===== config.mk =====
export PLATFORM = sky130hd
export DESIGN_NAME = hsc_ctrl
export DESIGN_NICKNAME = d
export VERILOG_FILES = /design/src/hdl/hsc_pkg.sv /design/src/hdl/hsc_ctrl.sv
export SDC_FILE = /design/constraint.sdc
export NUM_CORES = 1
export LEC_CHECK = 0
export BUFFER_PORTS_ARGS = -buffer_cell sky130_fd_sc_hd__buf_2
export CAP_MARGIN = 20
export CORE_AREA = 2 2 39 41
export DETAILED_ROUTE_END_ITERATION = 7
export DIE_AREA = 0 0 41 43
export RECOVER_POWER = 100
export SLEW_MARGIN = 20
export SYNTH_ARGS = -nofsm -noshare
export SYNTH_HDL_FRONTEND = slang
export SYNTH_SLANG_ARGS = --single-unit

===== constraint.sdc =====
create_clock -name clock -period 1.91 [get_ports clock]
set_input_delay 0.191 -clock clock [delete_from_list [all_inputs] [get_ports clock]]
set_output_delay 0.191 -clock clock [all_outputs]
set_load 0.02 [all_outputs]

===== src/hdl/hsc_pkg.sv =====
// Package for the chained hash set: sizes, operation codes, bucket row
// layout and the command/status structs between controller and datapath.
// No dependencies.
`default_nettype none

package hsc_pkg;

   localparam int NUM_BUCKETS      = 256;
   localparam int SLOTS_PER_BUCKET = 4;

   localparam int VAL_W  = 32;
   localparam int FUNC_W = 2;
   localparam int CFG_W  = 9;
   localparam int REM_W  = CFG_W + 1;
   localparam int BKT_W  = (NUM_BUCKETS > 1) ? $clog2(NUM_BUCKETS) : 1;
   localparam int SLT_W  = (SLOTS_PER_BUCKET > 1) ? $clog2(SLOTS_PER_BUCKET) : 1;
   localparam int BIT_W  = $clog2(VAL_W);

   localparam logic [CFG_W-1:0] BUCKET_COUNT_RESET = CFG_W'(256);

   typedef enum logic [FUNC_W-1:0] {
      OP_INSERT = 2'd0,
      OP_SEARCH = 2'd1,
      OP_REMOVE = 2'd2
   } op_type;

   // One bucket: its valid bits and its slot values, read and written whole.
   typedef struct packed {
      logic [SLOTS_PER_BUCKET-1:0]            vld;
      logic [SLOTS_PER_BUCKET-1:0][VAL_W-1:0] vals;
   } row_type;

   typedef struct packed {
      logic load;      // capture the request transaction
      logic div_step;  // one restoring step of value mod bucket count
      logic rd;        // read the bucket row
      logic wr;        // resolve the operation, update the row, load the result
      logic clr;       // clear one row of the store
   } hsc_cmd_type;

   typedef struct packed {
      logic div_last;
      logic clr_last;
   } hsc_sts_type;

endpackage

`default_nettype wire


===== src/hdl/hsc_ctrl.sv =====
// Controller of the chained hash set: sequences clear, modulo, row read and
// update, and owns the request and response handshakes.
// Depends on hsc_pkg.
`default_nettype none

module hsc_ctrl (
   input  wire logic                 clock,
   input  wire logic                 reset,
   input  wire logic                 req_tvalid,
   output logic                      req_tready,
   output logic                      rsp_tvalid,
   input  wire logic                 rsp_tready,
   output hsc_pkg::hsc_cmd_type      cmd,
   input  wire hsc_pkg::hsc_sts_type sts
);
   import hsc_pkg::*;

   typedef enum logic [2:0] {
      ST_CLEAR,
      ST_IDLE,
      ST_DIVIDE,
      ST_READ,
      ST_UPDATE
   } state_type;

   state_type state_ff, state_in;
   logic      rsp_valid_ff, rsp_valid_in;
   logic      out_free;

   assign out_free = !rsp_valid_ff || rsp_tready;

   always_comb begin
      cmd          = '0;
      state_in     = state_ff;
      rsp_valid_in = rsp_valid_ff && !rsp_tready;
      unique case (state_ff)
         ST_CLEAR: begin
            cmd.clr = 1'b1;
            if (sts.clr_last) begin
               state_in = ST_IDLE;
            end
         end
         ST_IDLE: begin
            if (req_tvalid) begin
               cmd.load = 1'b1;
               state_in = ST_DIVIDE;
            end
         end
         ST_DIVIDE: begin
            cmd.div_step = 1'b1;
            if (sts.div_last) begin
               state_in = ST_READ;
            end
         end
         ST_READ: begin
            cmd.rd   = 1'b1;
            state_in = ST_UPDATE;
         end
         ST_UPDATE: begin
            if (out_free) begin
               cmd.wr       = 1'b1;
               rsp_valid_in = 1'b1;
               state_in     = ST_IDLE;
            end
         end
         default: begin
            state_in = ST_IDLE;
         end
      endcase
   end

   always_ff @(posedge clock) begin
      if (reset) begin
         state_ff     <= ST_CLEAR;
         rsp_valid_ff <= 1'b0;
      end else begin
         state_ff     <= state_in;
         rsp_valid_ff <= rsp_valid_in;
      end
   end

   assign req_tready = (state_ff == ST_IDLE);
   assign rsp_tvalid = rsp_valid_ff;

endmodule

`default_nettype wire


---- After elaboration in Yosys (flattened, before gate mapping) ----
Cells that the tools add are included.
word-level totals
  register bits ........................... 4
  bits of input ports ..................... 6
  output and inout bits ................... 7
  logic and storage cells ................. 30
cells by class
  equal/unequal tests ..................... 8
  muxes and demuxes ....................... 14
  reductions and logical operators ........ 6
operators by type and width
  kind                number
  $pmux 3 s5          1
  $mux 3              4
  $mux 1              9
  $ne 2x2->1 const B  4
  $eq 3x2->1 const B  2
  $reduce_and 4->1    1
  $eq 3x1->1 const B  1
  $eq 3x3->1 const B  1
  $logic_not 3->1     1
  $logic_not 1->1     2
  $logic_and 1x1->1   1
  $logic_or 1x1->1    1

---- Logic depth before layout (Yosys ltp) ----
Gate-level depths: netlist of run 1.
  word-level depth ........................ 4
  gate-level depth with buffers ........... 4
  gate-level depth less buffers ........... 3

---- Worst setup path after synthesis of run 1 ----
Ideal clock, no wire load.
  path kind ............................... register to output
  start point ............................. reg state_ff[2]
  end point ............................... out cmd[4] (netlist name)
  arrival ................................. 1.176 ns
  required time ........................... 1.719 ns
  path slack .............................. 0.543 ns
  stages on the path, launching flop included .. 5
  cells stage by stage .................... dfxtp_1 > buf_6 > nand2b_1 > nor2_1 > and2_1
RTL lines
  item                      RTL line        text
  start: declaration        hsc_ctrl.sv:26  state_type state_ff, state_in;
  start signal: assignment  hsc_ctrl.sv:77  state_ff <= state_in;
  end: declaration          hsc_ctrl.sv:13  output hsc_pkg::hsc_cmd_type cmd,

==> load_flow_metrics.sql, run 1 <==
INSERT INTO impl_metrics (metric_group, metric, value, unit) VALUES
('outcome', 'run_status', 'finished clean', ''),
('clock_network', 'cts_hold_buffers', '0', ''),
('detailed_routing', 'initialDrtViolationCount', '4', ''),
('logic_synthesis', 'post-synth-top-count-cell', 'nor2_1', ''),
('cells_and_area', 'post_route_cells_drive_above_1_share', '0.209', ''),
('power_and_ir_drop', 'power.share.clock', '0.416', ''),
('power_and_ir_drop', 'power_density', '799', 'mW/mm^2'),
('critical_path', 'critical_path.max_stage_delay', '390', 'ps'),
('logic_synthesis', 'postSynth.asyncResetShare', '0', ''),
('placed_design', 'dp_hpwl', '405', 'um'),
('clock_network', 'cts_made_buffers', '3', ''),
('sta', 'final.period_utilization', '0.775', ''),
('grt', 'grt_pass1_wl', '876', 'um'),
('clock_network', 'clkTransAtPathRegs', '30', 'ps'),
('placed_design', 'postPlaceCellArea', '298', 'um^2'),
('cells_and_area', 'filler_cell_count', '167', ''),
('logic_synthesis', 'synth.avg_cell_area', '8.01', 'um^2'),
('cells_and_area', 'finish.instance_area', '312', 'um^2'),
('grt', 'grt_pass1_vias', '240', ''),
('clock_network', 'postCtsSetupBuffers', '0', ''),
('clock_network', 'max-clock-path-buffers', '2', ''),
('placed_design', 'gpl_wtd_cong', '0.765', ''),
('flow_run', 'drv.max_cap_violation_count', '0', ''),
('critical_path', 'endpoint_kind', 'primary output', ''),
('sta', 'fmax', '675', 'MHz'),
('power_and_ir_drop', 'p_switching', '0.0717', 'mW'),
('placed_design', 'port-buffer-count', '12', ''),
('sta', 'relSlewSlack', '0.789', ''),
('logic_synthesis', 'synthesis.nets', '36', ''),
('logic_synthesis', 'number_of_unique_standard_cell_types_used_by_synthesis', '16', ''),
('sta', 'rsz_0062_raised_after_global_routing', 'no', ''),
('logic_synthesis', 'mappedNetlistArea', '240', 'um^2'),
('critical_path', 'path_cells', 'nand2b_1, nor2_1, and2_1, clkbuf_1', ''),
('cells_and_area', 'diodes', '0', ''),
('floorplan', 'die-height', '43', 'um'),
('grt', 'largest_net_degree_at_the_start_of_global_routing', '12', ''),
('logic_synthesis', 'yosys-top-cells-count', 'nor2_1 (8), dfxtp_1 (4)', ''),
('hold_path', 'holdCritPathClass', 'input pin to flop', ''),
('placed_design', 'placement.setup.worst_slack', '714', 'ps'),
('clock_network', 'cts-htree-levels', '1', ''),
('power_and_ir_drop', 'power.switching_fraction', '0.288', ''),
('critical_path', 'critical_path.slowest_cell', 'dfxtp_1', ''),
('logic_synthesis', 'synth_enable_flop_cells', '0', ''),
('critical_path', 'timing.critical_path.required', '1720', 'ps'),
('floorplan', 'io_pins', '13', ''),
('sta', 'tightestPinTransition', '316', 'ps'),
('floorplan', 'initial_utilization', '0.174', ''),
('sta', 'finalHoldViolCount', '0', ''),
('logic_synthesis', 'syn_inst_count', '30', ''),
('power_and_ir_drop', 'cellInternalPower', '0.177', 'mW'),
('critical_path', 'setup.worst_path.start_class', 'flop', ''),
('detailed_routing', 'dr_wl_cell', '8.93', 'um'),
('sta', 'tns', '0', 'ps'),
('grt', 'antenna_violations_before_repair', '0', ''),
('sta', 'timing_max_transition_violations_final', '0', ''),
('grt', 'gr-usage-all-layers', '0.0793', ''),
('power_and_ir_drop', 'power.leakage', '0.131', 'nW'),
('floorplan', 'rows', '14', ''),
('grt', 'globalRouteOverflowTotal', '0', ''),
('sta', 'finalSetupViolCount', '0', ''),
('detailed_routing', 'drcViolationCount', '0', ''),
('cells_and_area', 'utilization', '0.225', ''),
('logic_synthesis', 'yosys_register_bits', '4', ''),
('clock_network', 'clock_insertion_delay_at_the_later_pin_of_the_skew_report', '230', 'ps'),
('power_and_ir_drop', 'maximum_vdd_drop', '0.324', 'mV'),
('critical_path', 'arrival', '1290', 'ps'),
('cells_and_area', 'numnets_final', '51', ''),
('floorplan', 'core', '0.00138', 'mm^2'),
('cells_and_area', 'synthToLayoutAreaGrowth', '29.7', '%'),
('detailed_routing', 'detail_route.first_pass.iterations', '3', ''),
('logic_synthesis', 'top_area_cells_in_the_synthesized_netlist', 'dfxtp_1 (33%), nor2_1 (13%), buf_6 (9.4%)', '');
==> final cells by class <==
cell class                      count  area (um^2)  share of cell area
Multi-Input combinational cell     23          134               0.430
Sequential cell                     4         80.1               0.257
Timing Repair Buffer               12         51.3               0.165
Clock buffer                        3         22.5              0.0723
Tap cell                           16         20.0              0.0643
Inverter                            1         3.75              0.0120
==> sequential cells by signal (all words and copies together) (netlist names) <==
register / flops
rsp_tvalid: 1
state_ff: 3
==> cell families after synthesis <==
group,share of synthesized area
simple gates,0.396
buf+inv,0.109
flops,0.333
compound gates,0.161
==> power by group through the flow <==
stage                     combinational [mW]  clock (mW)  sequential [mW]
after floorplan                       0.0398           0           0.0937
after global placement                0.0514           0           0.0979
after detailed placement              0.0519           0           0.0978
after CTS                             0.0523       0.107           0.0964
after global routing                  0.0549       0.116           0.0978
final                                 0.0490       0.104           0.0964
==> worst max-delay path: cells and delay by family, from the launching register on <==
kind                   cells  cell delay [ps]
buffers and inverters      1              230
and+or+nand+nor            3              440
DFF                        1              390
==> metal layers <==
layer  up-vias  part of all wire  wire length [um]  global-route usage
met5         -                 0                 0                   0
met3         2             0.070                37              0.0628
met4         0             0.015                 8              0.0600
li1        129                 -                 -                   -
met1       107              0.45               239              0.0804
met2         9              0.46               241               0.103
==> path summary, 6_finish.rpt <==
path,startpoint,to,slack [ps],cells past startpoint
max reg2reg,state_ff[2],state_ff[0],710,3
max,state_ff[2],cmd[4],430,4
min reg2reg,state_ff[0],state_ff[0],570,2
min,reset,state_ff[2],170,2
==> stage by stage <==
step | instances | power [mW] | hold slack (ps)
4_1_cts | 59 | 0.256 | 166
3_3_place_gp | 56 | 0.149 | 407
6_report | 59 | 0.249 | 166
2_1_floorplan | 30 | 0.133 | 263
5_1_grt | 59 | 0.269 | 166
3_5_place_dp | 56 | 0.150 | 412
==> layout by cell type, fill, tap and decap left out, drive strengths merged <==
| cell type | netlist | routed |
|---|---|---|
| nor2 | 8 | 8 |
| nor3b | 1 | 1 |
| a311oi | 1 | 1 |
| inv | 1 | 1 |
| nor3 | 2 | 2 |
| a31oi | 1 | 1 |
| a211o | 1 | 1 |
| nor2b | 1 | 1 |
| and2 | 1 | 1 |
| buf | 2 | 5 |
| nand2b | 1 | 1 |
| and3b | 2 | 2 |
| nand2 | 1 | 1 |
| dfxtp | 4 | 4 |
| o21ai | 1 | 1 |
| a21oi | 2 | 2 |
| clkbuf | 0 | 10 |
Power figures use the tool's default switching activity.
==> run 2, diff against run 1 <==
Clock period 1.91 ns to 1.5 ns, I/O delays scaled along.
==> run 2 against run 1 <==
  * Flip-flop and latch count did not move
  * Design area grew 1.2%
  * Routed wire length is 3.8% higher
  * Clock power grew 31%
==> load_flow_metrics.sql, run 2 (synthesis gave the netlist of run 1 again) <==
INSERT INTO impl_metrics (metric_group, metric, value, unit) VALUES
('critical_path', 'arrival', '1180', 'ps'),
('grt', 'grt_pass1_vias', '186', ''),
('floorplan', 'die_width', '41', 'um'),
('power_and_ir_drop', 'power_density', '1020', 'mW/mm^2'),
('sta', 'finalHoldViolCount', '0', ''),
('critical_path', 'critical_path.slowest_cell', 'dfxtp_1', ''),
('sta', 'tightestPinTransition', '275', 'ps'),
('detailed_routing', 'vias', '251', ''),
('sta', 'finalSetupViolCount', '0', ''),
('grt', 'grt_pass1_wl', '807', 'um'),
('power_and_ir_drop', 'finalPower', '0.323', 'mW'),
('clock_network', 'tritoncts_num_sinks', '4', ''),
('sta', 'final.period_utilization', '0.887', ''),
('critical_path', 'setup.worst_path.start_class', 'flop', ''),
('floorplan', 'io_pins', '13', ''),
('clock_network', 'cts-htree-levels', '1', ''),
('clock_network', 'cts_made_buffers', '3', ''),
('power_and_ir_drop', 'power.leakage', '0.138', 'nW'),
('sta', 'fmax', '751', 'MHz'),
('clock_network', 'ctsRootBufferMaster', 'clkbuf_4', ''),
('critical_path', 'timing.critical_path.required', '1350', 'ps'),
('detailed_routing', 'dr_wl_cell', '9.27', 'um'),
('cells_and_area', 'final_common_cell', 'nor2_1', ''),
('critical_path', 'worst-setup-path-type', 'flop to primary output', ''),
('floorplan', 'core', '0.00138', 'mm^2'),
('critical_path', 'path_buf_inv', '1', ''),
('clock_network', 'max-clock-path-buffers', '2', ''),
('grt', 'largest_net_degree_at_the_start_of_global_routing', '12', ''),
('placed_design', 'dp_hpwl', '410', 'um'),
('grt', 'globalRouteOverflowTotal', '0', ''),
('sta', 'relSlewSlack', '0.816', ''),
('clock_network', 'tritoncts_clock_tree', 'built', ''),
('cells_and_area', 'synthToLayoutAreaGrowth', '31.3', '%'),
('clock_network', 'clkTransAtPathRegs', '40', 'ps'),
('clock_network', 'clock_insertion_delay_at_the_later_pin_of_the_skew_report', '230', 'ps'),
('cells_and_area', 'numnets_final', '51', ''),
('cells_and_area', 'post_route_cells_drive_above_1_share', '0.279', ''),
('sta', 'timing_max_transition_violations_final', '0', ''),
('sta', 'worst_clock_skew', '0.854', 'ps'),
('detailed_routing', 'postRouteAntennaNets', '0', ''),
('detailed_routing', 'initialDrtViolationCount', '6', ''),
('detailed_routing', 'drcViolationCount', '0', ''),
('detailed_routing', 'detail_route.first_pass.iterations', '4', ''),
('flow_run', 'drv.max_cap_violation_count', '0', ''),
('critical_path', 'kind_of_cell_adding_the_most_delay_to_the_critical_path', 'flip-flops', ''),
('critical_path', 'worst-path-max-fanout', '10', ''),
('power_and_ir_drop', 'maximum_vdd_drop', '0.367', 'mV'),
('sta', 'timing.final.crit_period', '1330', 'ps'),
('grt', 'gr-usage-all-layers', '0.0743', ''),
('placed_design', 'port-buffer-count', '12', ''),
('critical_path', 'endpoint_kind', 'primary output', ''),
('critical_path', 'path_cells', 'nor3b_1, clkbuf_1', ''),
('cells_and_area', 'max_flop_register', 'state_ff', ''),
('critical_path', 'critical_path.max_stage_delay', '470', 'ps'),
('floorplan', 'initial_utilization', '0.174', ''),
('outcome', 'run_status', 'finished clean', ''),
('sta', 'rsz_0062_raised_after_global_routing', 'no', ''),
('hold_path', 'holdCritPathClass', 'input pin to flop', ''),
('floorplan', 'floorplan.die_area', '0.00176', 'mm^2'),
('detailed_routing', 'postRouteWirelength', '547', 'um'),
('floorplan', 'die-height', '43', 'um'),
('grt', 'antenna_violations_before_repair', '0', ''),
('cells_and_area', 'diodes', '0', ''),
('placed_design', 'gpl_wtd_cong', '0.799', ''),
('sta', 'tns', '0', 'ps'),
('cells_and_area', 'largest_register_ffs', '3', ''),
('detailed_routing', 'detail_route.vias_per_cell', '4.25', ''),
('floorplan', 'rows', '14', ''),
('cells_and_area', 'most-common-layout-cells', 'nor2_1 (8), buf_2 (5), clkbuf_1 (5), clkbuf_4 (3), dfxtp_1 (3)', '');
==> run 2: metrics by stage <==
stage	std cells	util	hold slack, ps	setup slack [ps]	instance area (um^2)
after detailed placement	56	0.215	366	329	298
final	59	0.228	113	169	315
after CTS	59	0.231	112	94.5	320
after floorplan	30	-	222	174	240
after global placement	56	0.215	362	365	298
after global routing	59	0.228	134	41.2	315
==> run 2: final cells by class <==
cell class | count | area, um^2
Fill cell | 157 | 1070
Multi-Input combinational cell | 23 | 134
Sequential cell | 4 | 81.3
Timing Repair Buffer | 12 | 53.8
Clock buffer | 3 | 22.5
Tap cell | 16 | 20.0
Inverter | 1 | 3.75
==> run 2: power breakdown <==
group / internal (mW) / switching, mW
logic: 0.0243 / 0.0394
clock network: 0.0897 / 0.0467
registers: 0.113 / 0.0102
total: 0.227 / 0.0963
==> run 2: timing repair <==
item,4_1_cts,5_1_grt
resized for setup,0,1
setup endpoints to repair,0,1
buffers inserted,0,0
hold buffers,0,0
==> run 2: metal layers <==
layer,GRT usage,wire [um],vias to the layer above
met2,0.0844,242,11
met5,0,0,-
met1,0.0932,246,110
li1,-,-,130
met4,0.0800,0,0
met3,0.0314,58,0
==> run 2: final timing paths <==
| check | slack [ps] | cells after the start | startpoint | endpoint |
|---|---|---|---|---|
| hold / removal | 110 | 2 | reset | state_ff[2] |
| hold reg to reg | 540 | 1 | state_ff[2] | state_ff[1] |
| setup / recovery | 170 | 2 | state_ff[1] | cmd[3] |
| setup reg to reg | 420 | 3 | state_ff[2] | state_ff[0] |
